<file path="src/sv/pfs_pkg.sv">
// pareto front selector: shared types, constants and control structs
// no dependencies; used by pfs_ctrl, pfs_dpath and pareto_front_selector_unit

package pfs_pkg;

	// store depth and derived widths
	localparam int MAX_POINTS = 64;
	localparam int IDX_W      = 6;
	localparam int CNT_W      = 7;
	localparam int VAL_W      = 32;
	localparam int LIM_W      = 7;
	localparam logic [LIM_W-1:0] MAX_KEPT_RST = LIM_W'(64);

	// one design point as it arrives
	typedef struct packed {
		logic [VAL_W-1:0] energy_value;
		logic [VAL_W-1:0] area_value;
		logic             last_point;
	} point_t;

	// one frontier index as it leaves
	typedef struct packed {
		logic [IDX_W-1:0] point_index;
		logic             last_result;
	} result_t;

	// controller states
	typedef enum logic [2:0] {
		ST_LOAD,
		ST_READ,
		ST_CAPT,
		ST_CMP,
		ST_NEXT,
		ST_PUSH,
		ST_FLUSH
	} state_t;

	// point store read address select
	typedef enum logic [1:0] {
		RD_I,
		RD_I_NEXT,
		RD_ZERO,
		RD_J_NEXT
	} rd_sel_t;

	// commands from controller to datapath
	typedef struct packed {
		logic    load;
		rd_sel_t rd_sel;
		logic    cap;
		logic    j_inc;
		logic    i_inc;
		logic    push;
		logic    emit;
		logic    emit_last;
		logic    clear;
	} cmd_t;

	// status from datapath to controller
	typedef struct packed {
		logic dom;
		logic j_end;
		logic i_end;
		logic lim_hit;
		logic out_free;
		logic pend_vld;
	} sts_t;

endpackage

</file>
<file path="src/sv/pfs_ctrl.sv">
// pareto front selector: sequencing state machine
// depends on pfs_pkg (state_t, cmd_t, sts_t)

module pfs_ctrl (
	input  logic          clk,
	input  logic          arst_n,
	input  logic          point_valid,
	input  logic          last_point,
	input  pfs_pkg::sts_t sts,
	output pfs_pkg::cmd_t cmd,
	output logic          point_stall
);

	pfs_pkg::state_t state_q;
	pfs_pkg::state_t state_nxt;

	// state register
	always_ff @(posedge clk or negedge arst_n) begin
		if (!arst_n) begin
			state_q <= pfs_pkg::ST_LOAD;
		end else begin
			state_q <= state_nxt;
		end
	end

	// next state
	always_comb begin
		state_nxt = state_q;
		unique case (state_q)
			pfs_pkg::ST_LOAD: begin
				if (point_valid && last_point) state_nxt = pfs_pkg::ST_READ;
			end
			pfs_pkg::ST_READ: state_nxt = pfs_pkg::ST_CAPT;
			pfs_pkg::ST_CAPT: state_nxt = pfs_pkg::ST_CMP;
			pfs_pkg::ST_CMP: begin
				if (sts.dom) state_nxt = pfs_pkg::ST_NEXT;
				else if (sts.j_end) state_nxt = pfs_pkg::ST_PUSH;
			end
			pfs_pkg::ST_NEXT: begin
				if (sts.i_end) state_nxt = pfs_pkg::ST_FLUSH;
				else state_nxt = pfs_pkg::ST_CAPT;
			end
			pfs_pkg::ST_PUSH: begin
				if (!sts.pend_vld || sts.out_free) begin
					state_nxt = sts.lim_hit ? pfs_pkg::ST_FLUSH : pfs_pkg::ST_NEXT;
				end
			end
			pfs_pkg::ST_FLUSH: begin
				if (sts.out_free) state_nxt = pfs_pkg::ST_LOAD;
			end
			default: state_nxt = pfs_pkg::ST_LOAD;
		endcase
	end

	// command outputs
	always_comb begin
		cmd        = '0;
		cmd.rd_sel = pfs_pkg::RD_I;
		unique case (state_q)
			pfs_pkg::ST_LOAD: begin
				cmd.load = point_valid;
			end
			pfs_pkg::ST_READ: begin
				cmd.rd_sel = pfs_pkg::RD_I;
			end
			pfs_pkg::ST_CAPT: begin
				cmd.cap    = 1'b1;
				cmd.rd_sel = pfs_pkg::RD_ZERO;
			end
			pfs_pkg::ST_CMP: begin
				if (!sts.dom && !sts.j_end) begin
					cmd.j_inc  = 1'b1;
					cmd.rd_sel = pfs_pkg::RD_J_NEXT;
				end
			end
			pfs_pkg::ST_NEXT: begin
				if (!sts.i_end) begin
					cmd.i_inc  = 1'b1;
					cmd.rd_sel = pfs_pkg::RD_I_NEXT;
				end
			end
			pfs_pkg::ST_PUSH: begin
				if (!sts.pend_vld || sts.out_free) begin
					cmd.push = 1'b1;
					cmd.emit = sts.pend_vld;
				end
			end
			pfs_pkg::ST_FLUSH: begin
				if (sts.out_free) begin
					cmd.emit      = 1'b1;
					cmd.emit_last = 1'b1;
					cmd.clear     = 1'b1;
				end
			end
			default: cmd = '0;
		endcase
	end

	assign point_stall = (state_q != pfs_pkg::ST_LOAD);

endmodule

</file>
<file path="config.mk">
export PLATFORM = sky130hd
export DESIGN_NAME = pfs_ctrl
export DESIGN_NICKNAME = d
export VERILOG_FILES = /design/src/sv/pfs_pkg.sv /design/src/sv/pfs_ctrl.sv
export SDC_FILE = /design/constraint.sdc
export NUM_CORES = 1
export LEC_CHECK = 0
export BUFFER_PORTS_ARGS = -buffer_cell sky130_fd_sc_hd__buf_2
export CAP_MARGIN = 20
export CORE_AREA = 8 8 45 47
export CTS_CLUSTER_DIAMETER = 80
export DETAILED_ROUTE_END_ITERATION = 8
export DIE_AREA = 0 0 53 55
export SLEW_MARGIN = 20
export SYNTH_ARGS = -nofsm -noshare
export SYNTH_HDL_FRONTEND = slang
export SYNTH_SLANG_ARGS = --single-unit
</file>
<file path="constraint.sdc">
create_clock -name clk -period 3.5 [get_ports clk]
set_input_delay 0.35 -clock clk [delete_from_list [all_inputs] [get_ports clk]]
set_output_delay 0.35 -clock clk [all_outputs]
set_load 0.01 [all_outputs]
</file>
### Word-level counts from Yosys, hierarchy flattened

Cells that the tools add are included.

| operators by class | value |
|---|---|
| mux-type cells | 22 |
| equality and inequality tests | 10 |
| reductions and logical operators | 9 |

Operators by type and width:

| cell | count |
|---|---|
| two-way mux 3 bit | 7 |
| case mux 3 bit (7 select lines) | 1 |
| == test 3 bit (second input constant) | 3 |
| two-way mux 1 bit | 8 |
| two-way mux 2 bit | 4 |
| == test 3 x 2 -> 1 bit (second input constant) | 2 |
| inequality test 2 bit (second input constant) | 3 |
| case mux 2 bit (3 select lines) | 1 |
| AND reduction 4 bit | 1 |
| == test 3 x 1 -> 1 bit (second input constant) | 1 |
| zero test 1 bit | 3 |
| zero test 3 bit | 1 |
| inequality test 3 bit (second input constant) | 1 |
| nonzero test 3 bit | 1 |
| logical AND 1 bit | 2 |
| case mux 1 bit (2 select lines) | 1 |
| logical OR 1 bit | 1 |

| storage, ports and cells | value |
|---|---|
| input port bits | 10 |
| register bits after elaboration | 3 |
| word-level logic and storage cells | 42 |

### Logic depth before layout (Yosys ltp)

Gate-level depths: netlist (run 1).

| depth | value |
|---|---|
| depth after elaboration | 4 |
| depth in mapped cells | 5 |

### Worst setup path after synthesis (run 1)

OpenSTA, ideal clock, no wires.

| path | value |
|---|---|
| kind | register to output |
| start | reg state_q[0] |
| end | out cmd[1] (netlist bit) |
| path buffers | 2 |
| data required time | 3.150 ns |
| stages on the path, launching flop included | 5 |
| path slack | 1.927 ns |
| arrival time | 1.223 ns |
| cell sequence | dfrtp_1 -> buf_2 -> or2b_2 -> nor2_1 -> buf_4 |

RTL lines:

| what | line | text |
|---|---|---|
| start: declaration | pfs_ctrl.sv:14 | `pfs_pkg::state_t state_q;` |
| start signal: assignment | pfs_ctrl.sv:20 | `state_q <= pfs_pkg::ST_LOAD;` |
| start signal: assignment | pfs_ctrl.sv:22 | `state_q <= state_nxt;` |
| end: declaration | pfs_ctrl.sv:10 | `output pfs_pkg::cmd_t cmd,` |

==> metrics.yaml, run 1 <==
die_x_um: 53
die_area_um2: 2920
grt_overflow: 0
status: "finished clean"
n_antenna_cell: 0
largest_reg_flops: 3
crit_slowest_cell: "or4_4"
io_buffers: 20
critPathMaxFanout: 13
clockBufferDepth: 2
dp_slack_ns: 1.77
dr.pass1.iters: 4
crit_path_end_kind: "output port"
worst_hold_path_type: "in2async"
grt_pass1_vias: 332
core-area_um2: 1380
final_common_cell: "buf_2"
layout_common_cells: "buf_2 (20), nor2_1 (4), a21oi_1 (4)"
insertion_delay_ns: 0.24
hold_violations: 0
syn-num-nets: 53
cts_tree: "built"
reg.largest.list: "state_q: 3 flops"
placed_area_um2: 422
fin_skew_ns: 0.00545
drt-wirelength-per-cell_um: 11.3
clkTransAtPathRegs_ns: 0.04
cts_htree_levels: 1
cts_setup_buffers: 0
drc: 0
maxCapViolCount: 0
start_util_pct: 24.1
drive_gt1_share_pct: 45.3
yosysWarnings: 0
ios: 21
cts_sinks: 3
top_register: "state_q"
syn_area_um2: 333
final_area_um2: 458
slew_headroom_pct: 73.6
drt-initial-drc-count: 9
ys_ff_latch: 3
fin_setup_tns_ns: 0
yosysSeqAreaShare_pct: 22.6
fmax_ghz: 0.504
start_kind: "flop"
cts_resized: 0
grtUsageTotal_pct: 6.72
post_synth.cell_area_avg_um2: 7.74
crit_type: "reg2out"
synthCells: 43
antenna_found_initial: 0
holdBufCountCts: 1
finalMaxSlewViolations: 0
wl_um: 901
grt_max_degree: 14
layout.nets: 75
p_leak_nw: 0.254
period_minus_slack_ns: 1.98
numCtsBuffers: 3
vias: 360
worst_ep_arrival_time_ns: 1.63
synthDistinctLibCells: 26
die_h_um: 55
num_rows: 14
path_cells: "or4_4 > o21ai_0 > buf_2"
ir_drop_mv: 0.249
post-route-period-util_pct: 56.7
power_per_cell_area_nw_per_um2: 801
ant_nets: 0
via_per_inst: 4.50
max_stage_delay_ns: 0.63
fin_ws_ns: 1.52
syn_to_final_growth_pct: 37.6
setup_viol: 0
clockRootBuffer: "clkbuf_4"
grt_first_pass_wirelength_mm: 1.44
tightest_slew_ns: 0.396
place_congestion: 0.764
rsz0062_at_grt: "false"
critPathRequiredTime_ns: 3.15
hpwl_um: 740
-- cell usage after synthesis --
library cell	number	area (um^2)
buf_6	1	11.3
nor2_1	4	15.0
o22ai_1	1	6.26
o21ai_0	3	15.0
a21oi_1	4	20.0
buf_2	1	5.00
and3_1	1	6.26
mux2_4	1	15.0
or2_1	1	6.26
nand2b_2	1	8.76
nor2b_1	1	6.26
a21o_1	1	7.51
buf_4	2	15.0
inv_1	3	11.3
nor3_1	1	5.00
or2b_2	1	8.76
nand3b_1	2	15.0
a211oi_1	1	7.51
dfrtp_1	3	75.1
nand2b_1	2	12.5
o211ai_2	1	12.5
or2b_1	1	7.51
or3_4	1	11.3
nand2_1	3	11.3
a31oi_1	1	6.26
or4_4	1	11.3
-- cells by family after synthesis --
logic type      count (synthesis)  synth area share [%]
mux                             1                  4.51
compound gates                 12                  22.6
flops                           3                  22.6
buf+inv                         7                  12.8
simple gates                   20                  37.6
-- power by group --
| part | internal, W | switching [W] |
|---|---|---|
| Combinational | 0.000112 | 0.0000925 |
| Clock | 0.0000429 | 0.0000211 |
| Sequential | 0.0000524 | 0.0000462 |
-- path summary, 6_finish.rpt --
check	slack [ns]	from	to	cells after the start
worst max-delay path	1.52	state_q[2]	cmd[8]	3
worst min-delay path	0.43	arst_n	state_q[2]	2
worst max register to register	1.83	state_q[2]	state_q[1]	3
worst min register to register	0.71	state_q[1]	state_q[1]	1
max in group asynchronous	2.96	arst_n	state_q[1]	2
min in group clk	0.48	sts[4]	state_q[2]	3
-- metrics by stage --
step,hold WS (ns),utilization (%),total power (W),cells
after floorplan,0.0544,-,0.000264,43
after global placement,0.148,30.5,0.000304,75
after detailed placement,0.151,30.5,0.000305,75
after CTS,0.427,33.1,0.000371,80
after global routing,0.451,33.1,0.000399,80
final,0.429,33.1,0.000367,80
-- worst max-delay path: cells and delay by family (launching register included) --
kind	cells	cell delay, ns
AND/OR/NAND/NOR	1	0.63
buffers and inverters	1	0.15
flip-flops	1	0.51
AO/OA/AOI/OAI	1	0.10
-- per-layer routing --
layer / wire length (um) / vias to the layer above / track usage [%]
met5: 0 / - / 0
met4: 23 / 0 / 6.47
met3: 47 / 2 / 2.14
met2: 368 / 18 / 9.18
met1: 462 / 152 / 8.07
li1: - / 188 / -
-- cell type report --
class / instances / area (um^2)
Multi-Input combinational cell: 33 / 215
Inverter: 3 / 11.3
Sequential cell: 3 / 75.1
Clock buffer: 4 / 26.3
Timing Repair Buffer: 21 / 110
Fill cell: 164 / 926
Tap cell: 16 / 20.0
No activity file was read; power rests on OpenSTA's default activity.
==> run 2, diff against run 1 <==
==> constraint.sdc (replaced) <==
create_clock -name clk -period 1.8 [get_ports clk]
set_input_delay 0.18 -clock clk [delete_from_list [all_inputs] [get_ports clk]]
set_output_delay 0.18 -clock clk [all_outputs]
set_load 0.01 [all_outputs]
==> run 2 against run 1 <==
Effect of this change:
- sequential share of layout area fell by 0.30 points
- count of clock-buffer cells in the layout did not move
- setup slack got worse by 1.4 ns
- cell count rose by 2.5%
- core utilization rose by 1.2 points
- design area rose by 3.6%
- register-to-register slack got worse by 1.6 ns
- non-clock buffer count rose by 2
==> metrics.yaml, run 2 (synthesis results as in run 1) <==
use_met1_pct: 7.60  # was 8.07%
drt-initial-drc-count: 3  # was 9
post-route-period-util_pct: 94.7
maxCapViolCount: 0  # unchanged
worstReg2RegEnd: "state_q[1]"  # unchanged
fmax_ghz: 0.587
grtUsageTotal_pct: 6.94  # was 6.72%
grt.busiest_layer: "met2"  # unchanged
ant_nets: 0  # unchanged
fin_cells: 82  # was 80
insertion_delay_ns: 0.23  # was 0.24 ns
critPathRequiredTime_ns: 1.62  # was 3.15 ns
status: "finished clean"  # unchanged
startpoint: "state_q[2]"  # unchanged
dp_cells: 77  # was 75
hpwl_um: 742  # was 740 um
setup_viol: 0  # unchanged
numCtsBuffers: 3  # unchanged
start_util_pct: 24.1  # unchanged
crit_slowest_cell: "or4_4"  # unchanged
critPathMaxFanout: 7  # was 13
drc: 0  # unchanged
layout_common_cells: "buf_2 (20), nor2_1 (4), a21oi_1 (4)"  # unchanged
dr.pass1.iters: 2  # was 4
ir_drop_mv: 0.489  # was 0.249 mV
via_per_inst: 4.39  # was 4.50
cts_setup_buffers: 0  # unchanged
rrSetupSlack_ns: 0.23  # was 1.83 ns
path_delay_family: "simple AND/OR/NAND/NOR gates"  # unchanged
r2r-start: "state_q[2]"  # unchanged
path_cells: "or4_4 > o21ai_0 > buf_2"  # unchanged
p_leak_nw: 0.263  # was 0.254 nW
cts_sinks: 3  # unchanged
syn_to_final_growth_pct: 42.5  # was 37.6%
clockRootBuffer: "clkbuf_4"  # unchanged
grt_max_degree: 12  # was 14
crit_path_end_kind: "output port"  # unchanged
fin_skew_ns: 0.00217  # was 0.00545 ns
wl_um: 875  # was 901 um
place_congestion: 0.787  # was 0.764
final_common_cell: "buf_2"  # unchanged
period_minus_slack_ns: 1.70
crit_type: "reg2out"  # unchanged
ff2ff_path_depth: 3  # unchanged
antenna_found_initial: 0  # unchanged
vias: 360  # unchanged
finalMaxSlewViolations: 0  # unchanged
grt_util_met2_pct: 10.5  # was 9.18%
drt-wirelength-per-cell_um: 10.7  # was 11.3 um
worst_hold_path_type: "in2async"  # unchanged
cts_tree: "built"  # unchanged
worstSetupPathDepth: 3  # unchanged
cts_htree_levels: 1  # unchanged
tightest_slew_ns: 0.280  # was 0.396 ns
power_per_cell_area_nw_per_um2: 1560  # was 801 nW/um^2
largest_reg_flops: 3  # unchanged
ios: 21  # unchanged
met3_usage_pct: 2.94  # was 2.14%
grt_pass1_vias: 387  # was 332
die_area_um2: 2920  # unchanged
grt_first_pass_wirelength_mm: 1.51  # was 1.44 mm
top_register: "state_q"  # unchanged
reg.largest.list: "state_q: 3 flops"  # unchanged
num_rows: 14  # unchanged
die_x_um: 53  # unchanged
nFillCells: 148  # was 164
clkTransAtPathRegs_ns: 0.04  # about the same
fin_setup_tns_ns: 0  # unchanged
rsz0062_at_grt: "false"  # unchanged
drive_gt1_share_pct: 48.5  # was 45.3%
start_kind: "flop"  # unchanged
grt_overflow: 0  # unchanged
endpoint: "cmd[8]"  # unchanged
core-area_um2: 1380  # unchanged
n_antenna_cell: 0  # unchanged
worst_ep_arrival_time_ns: 1.52  # was 1.63 ns
max_stage_delay_ns: 0.60  # was 0.63 ns
die_h_um: 55  # unchanged
slew_headroom_pct: 81.3  # was 73.6%
io_buffers: 20  # unchanged
layout.nets: 77  # was 75
clockBufferDepth: 2  # unchanged
cp_num_buf_inv: 1  # unchanged
hold_violations: 0  # unchanged
run 2: stage by stage:
stage | power, W | worst slack [ns] | hold slack (ns) | util, % | instance area, um^2
3_3_place_gp | 0.000624 | 0.241 | -0.0229 | 31.6 | 437
6_report | 0.000740 | 0.0963 | 0.271 | 34.3 | 474
3_5_place_dp | 0.000624 | 0.206 | -0.0243 | 31.6 | 437
4_1_cts | 0.000748 | 0.0377 | 0.264 | 34.2 | 473
5_1_grt | 0.000809 | 0.0321 | 0.269 | 34.3 | 474
2_1_floorplan | 0.000514 | 0.349 | -0.116 | - | 333
run 2: worst register-to-register path, cell delays in order (launching register included):
cell and delay (ns):
dfrtp_1 0.45, or4_4 0.60, o211ai_2 0.09, mux2_4 0.31
run 2: worst min-delay path by stage:
stage	start	end	depth (start not counted)
2_1_floorplan	arst_n	state_q[0]	0
3_3_place_gp	arst_n	state_q[0]	1
3_5_place_dp	arst_n	state_q[2]	1
4_1_cts	arst_n	state_q[0]	2
5_1_grt	arst_n	state_q[0]	2
6_report	arst_n	state_q[0]	2
run 2: repair_timing:
action	4_1_cts	5_1_grt
hold buffers	1	0
resized for setup	0	1
hold endpoints to repair	3	0
setup endpoints to repair	0	2
run 2: final cells by class:
class | instances | area (um^2) | share of cell area [%]
Sequential cell | 3 | 76.3 | 16.1
Timing Repair Buffer | 23 | 125 | 26.4
Tap cell | 16 | 20.0 | 4.22
Multi-Input combinational cell | 33 | 215 | 45.4
Clock buffer | 4 | 26.3 | 5.54
Inverter | 3 | 11.3 | 2.37
run 2: layer usage:
metal  vias up  part of all wire (%)  wire length (um)
li1        194                     -                 -
met1       152                    48               417
met2        14                    42               370
met3         0                   9.9                87
met4         0                     0                 0
met5         -                     0                 0
run 2: where the power goes:
part	internal [W]	total (W)	switching (W)
clock	0.0000829	0.000115	0.0000325
combinational	0.000243	0.000456	0.000213
sequential	0.000105	0.000169	0.0000639
==> run 3, diff against run 2 <==
--- a/config.mk
+++ b/config.mk
@@ -11,6 +11,7 @@
 export CTS_CLUSTER_DIAMETER = 80
 export DETAILED_ROUTE_END_ITERATION = 8
 export DIE_AREA = 0 0 53 55
+export REMOVE_ABC_BUFFERS = 1
 export SLEW_MARGIN = 20
 export SYNTH_ARGS = -nofsm -noshare
 export SYNTH_HDL_FRONTEND = slang
==> run 3 against run 2 <==
Effect of this change:
- sequential share of layout area stayed put
- register-to-register slack about the same
- design area unchanged
- non-clock buffer count did not move
- core utilization did not move
- total power rose by 3.1%
- flip-flop and latch count is the same
- fmax down 0.65%
- clock skew is 0.0082 ns higher
- die area unchanged
- via count grew 4.2%
==> metrics.yaml, run 3 (synthesis results as in run 1) <==
status: "finished clean"  # unchanged
ios: 21  # unchanged
final_common_cell: "buf_2"  # unchanged
power_per_cell_area_nw_per_um2: 1610  # was 1560 nW/um^2
drc: 0  # unchanged
antenna_found_initial: 0  # unchanged
grt_first_pass_wirelength_mm: 1.60  # was 1.51 mm
n_antenna_cell: 0  # unchanged
post-route-period-util_pct: 95.3  # was 94.7%
rsz0062_at_grt: "false"  # unchanged
numCtsBuffers: 3  # unchanged
cts_tree: "built"  # unchanged
grt_pass1_vias: 381  # was 387
grt_overflow: 0  # unchanged
worstReg2RegEnd: "state_q[1]"  # unchanged
critPathRequiredTime_ns: 1.62  # about the same
worst_ep_arrival_time_ns: 1.53  # was 1.52 ns
io_buffers: 20  # unchanged
clockRootBuffer: "clkbuf_4"  # unchanged
layout.nets: 77  # unchanged
ir_drop_mv: 0.373  # was 0.489 mV
vias: 375  # was 360
wl_mm: 1.04  # was 875 um
worst_hold_path_type: "in2async"  # unchanged
hold_slack_ns: 0.256  # was 0.271 ns
rrSetupSlack_ns: 0.24  # was 0.23 ns
clkTransAtPathRegs_ns: 0.04  # about the same
period_minus_slack_ns: 1.71  # was 1.70 ns
finalMaxSlewViolations: 0  # unchanged
drt-initial-drc-count: 3  # unchanged
layout_common_cells: "buf_2 (20), nor2_1 (4), a21oi_1 (4)"  # unchanged
syn_to_final_growth_pct: 42.5  # unchanged
cts_htree_levels: 1  # unchanged
place_congestion: 0.736  # was 0.787
fmax_ghz: 0.583  # was 0.587 GHz
crit_path_end_kind: "output port"  # unchanged
die_h_um: 55  # unchanged
cts_sinks: 3  # unchanged
top_register: "state_q"  # unchanged
fin_skew_ns: 0.0104  # was 0.00217 ns
p_leak_nw: 0.263  # unchanged
ff2ff_path_depth: 4  # was 3
dr.pass1.iters: 4  # was 2
grtUsageTotal_pct: 7.65  # was 6.94%
hpwl_um: 801  # was 742 um
via_per_inst: 4.57  # was 4.39
die_area_um2: 2920  # unchanged
clockBufferDepth: 2  # unchanged
core-area_um2: 1380  # unchanged
hold_violations: 0  # unchanged
ant_nets: 0  # unchanged
r2r-start: "state_q[1]"  # was state_q[2]
num_rows: 14  # unchanged
drt-wirelength-per-cell_um: 12.7  # was 10.7 um
insertion_delay_ns: 0.25  # was 0.23 ns
maxCapViolCount: 0  # unchanged
slew_headroom_pct: 85.5  # was 81.3%
crit_type: "reg2out"  # unchanged
tightest_slew_ns: 0.217  # was 0.280 ns
setup_viol: 0  # unchanged
grt_max_degree: 13  # was 12
critPathMaxFanout: 11  # was 7
largest_reg_flops: 3  # unchanged
nFillCells: 158  # was 148
drive_gt1_share_pct: 48.5  # unchanged
dp_slack_ns: 0.177  # was 0.206 ns
fin_setup_tns_ns: 0  # unchanged
start_kind: "flop"  # unchanged
fin_ws_ns: 0.0851  # was 0.0963 ns
reg.largest.list: "state_q: 3 flops"  # unchanged
start_util_pct: 24.1  # unchanged
die_x_um: 53  # unchanged
cts_setup_buffers: 0  # unchanged
run 3: cell counts in the layout (fill, tap and decap cells not counted):
Identical to the previous run, type by type.
run 3: per-stage QoR:
| step | utilization, % | cell area [um^2] | cells | power, W |
|---|---|---|---|---|
| finish | 34.3 | 474 | 82 | 0.000763 |
| global route | 34.3 | 474 | 82 | 0.000837 |
| CTS | 34.3 | 474 | 82 | 0.000781 |
| detailed placement | 31.6 | 437 | 77 | 0.000631 |
| global placement | 31.6 | 437 | 77 | 0.000632 |
| floorplan | - | 302 | 39 | 0.000461 |
run 3: repair_timing:
action	in CTS	in global routing
hold endpoints to repair	3	0
setup endpoints to repair	1	0
resized for setup	1	0
hold buffers	1	0
run 3: cell type report:
| cell class | count | area [um^2] | share of cell area, % |
|---|---|---|---|
| Tap cell | 16 | 20.0 | 4.22 |
| Clock buffer | 4 | 26.3 | 5.54 |
| Inverter | 3 | 11.3 | 2.37 |
| Timing Repair Buffer | 23 | 125 | 26.4 |
| Sequential cell | 3 | 76.3 | 16.1 |
| Multi-Input combinational cell | 33 | 215 | 45.4 |
run 3: worst max path at each step:
stage / start / to / slack (ns)
5_1_grt: state_q[1] / cmd[8] / 0.0003
4_1_cts: state_q[1] / cmd[8] / 0.05
3_5_place_dp: state_q[1] / state_q[1] / 0.18
2_1_floorplan: state_q[2] / state_q[1] / 0.23
3_3_place_gp: state_q[1] / state_q[1] / 0.24
6_report: state_q[1] / cmd[8] / 0.09
run 3: per-layer routing:
metal  up-vias  GRT usage, %  wire [um]
met3         3          2.67        138
met2        18          13.3        521
met4         0          5.17         26
met5         -             0          0
met1       163          7.60        351
li1        191             -          -
run 3: worst max-delay path: stages, from the launching register on:
cell and delay, ns:
dfrtp_2 0.44, nand2_1 0.11, or4_4 0.47, o21ai_0 0.11, buf_2 0.16
run 3: where the power goes:
part | switching [W] | internal, W | total (W) | leakage (nW)
clock network | 0.0000443 | 0.0000837 | 0.000128 | 0.0150
registers | 0.0000383 | 0.000105 | 0.000143 | 0.0355
logic | 0.000248 | 0.000244 | 0.000491 | 0.213
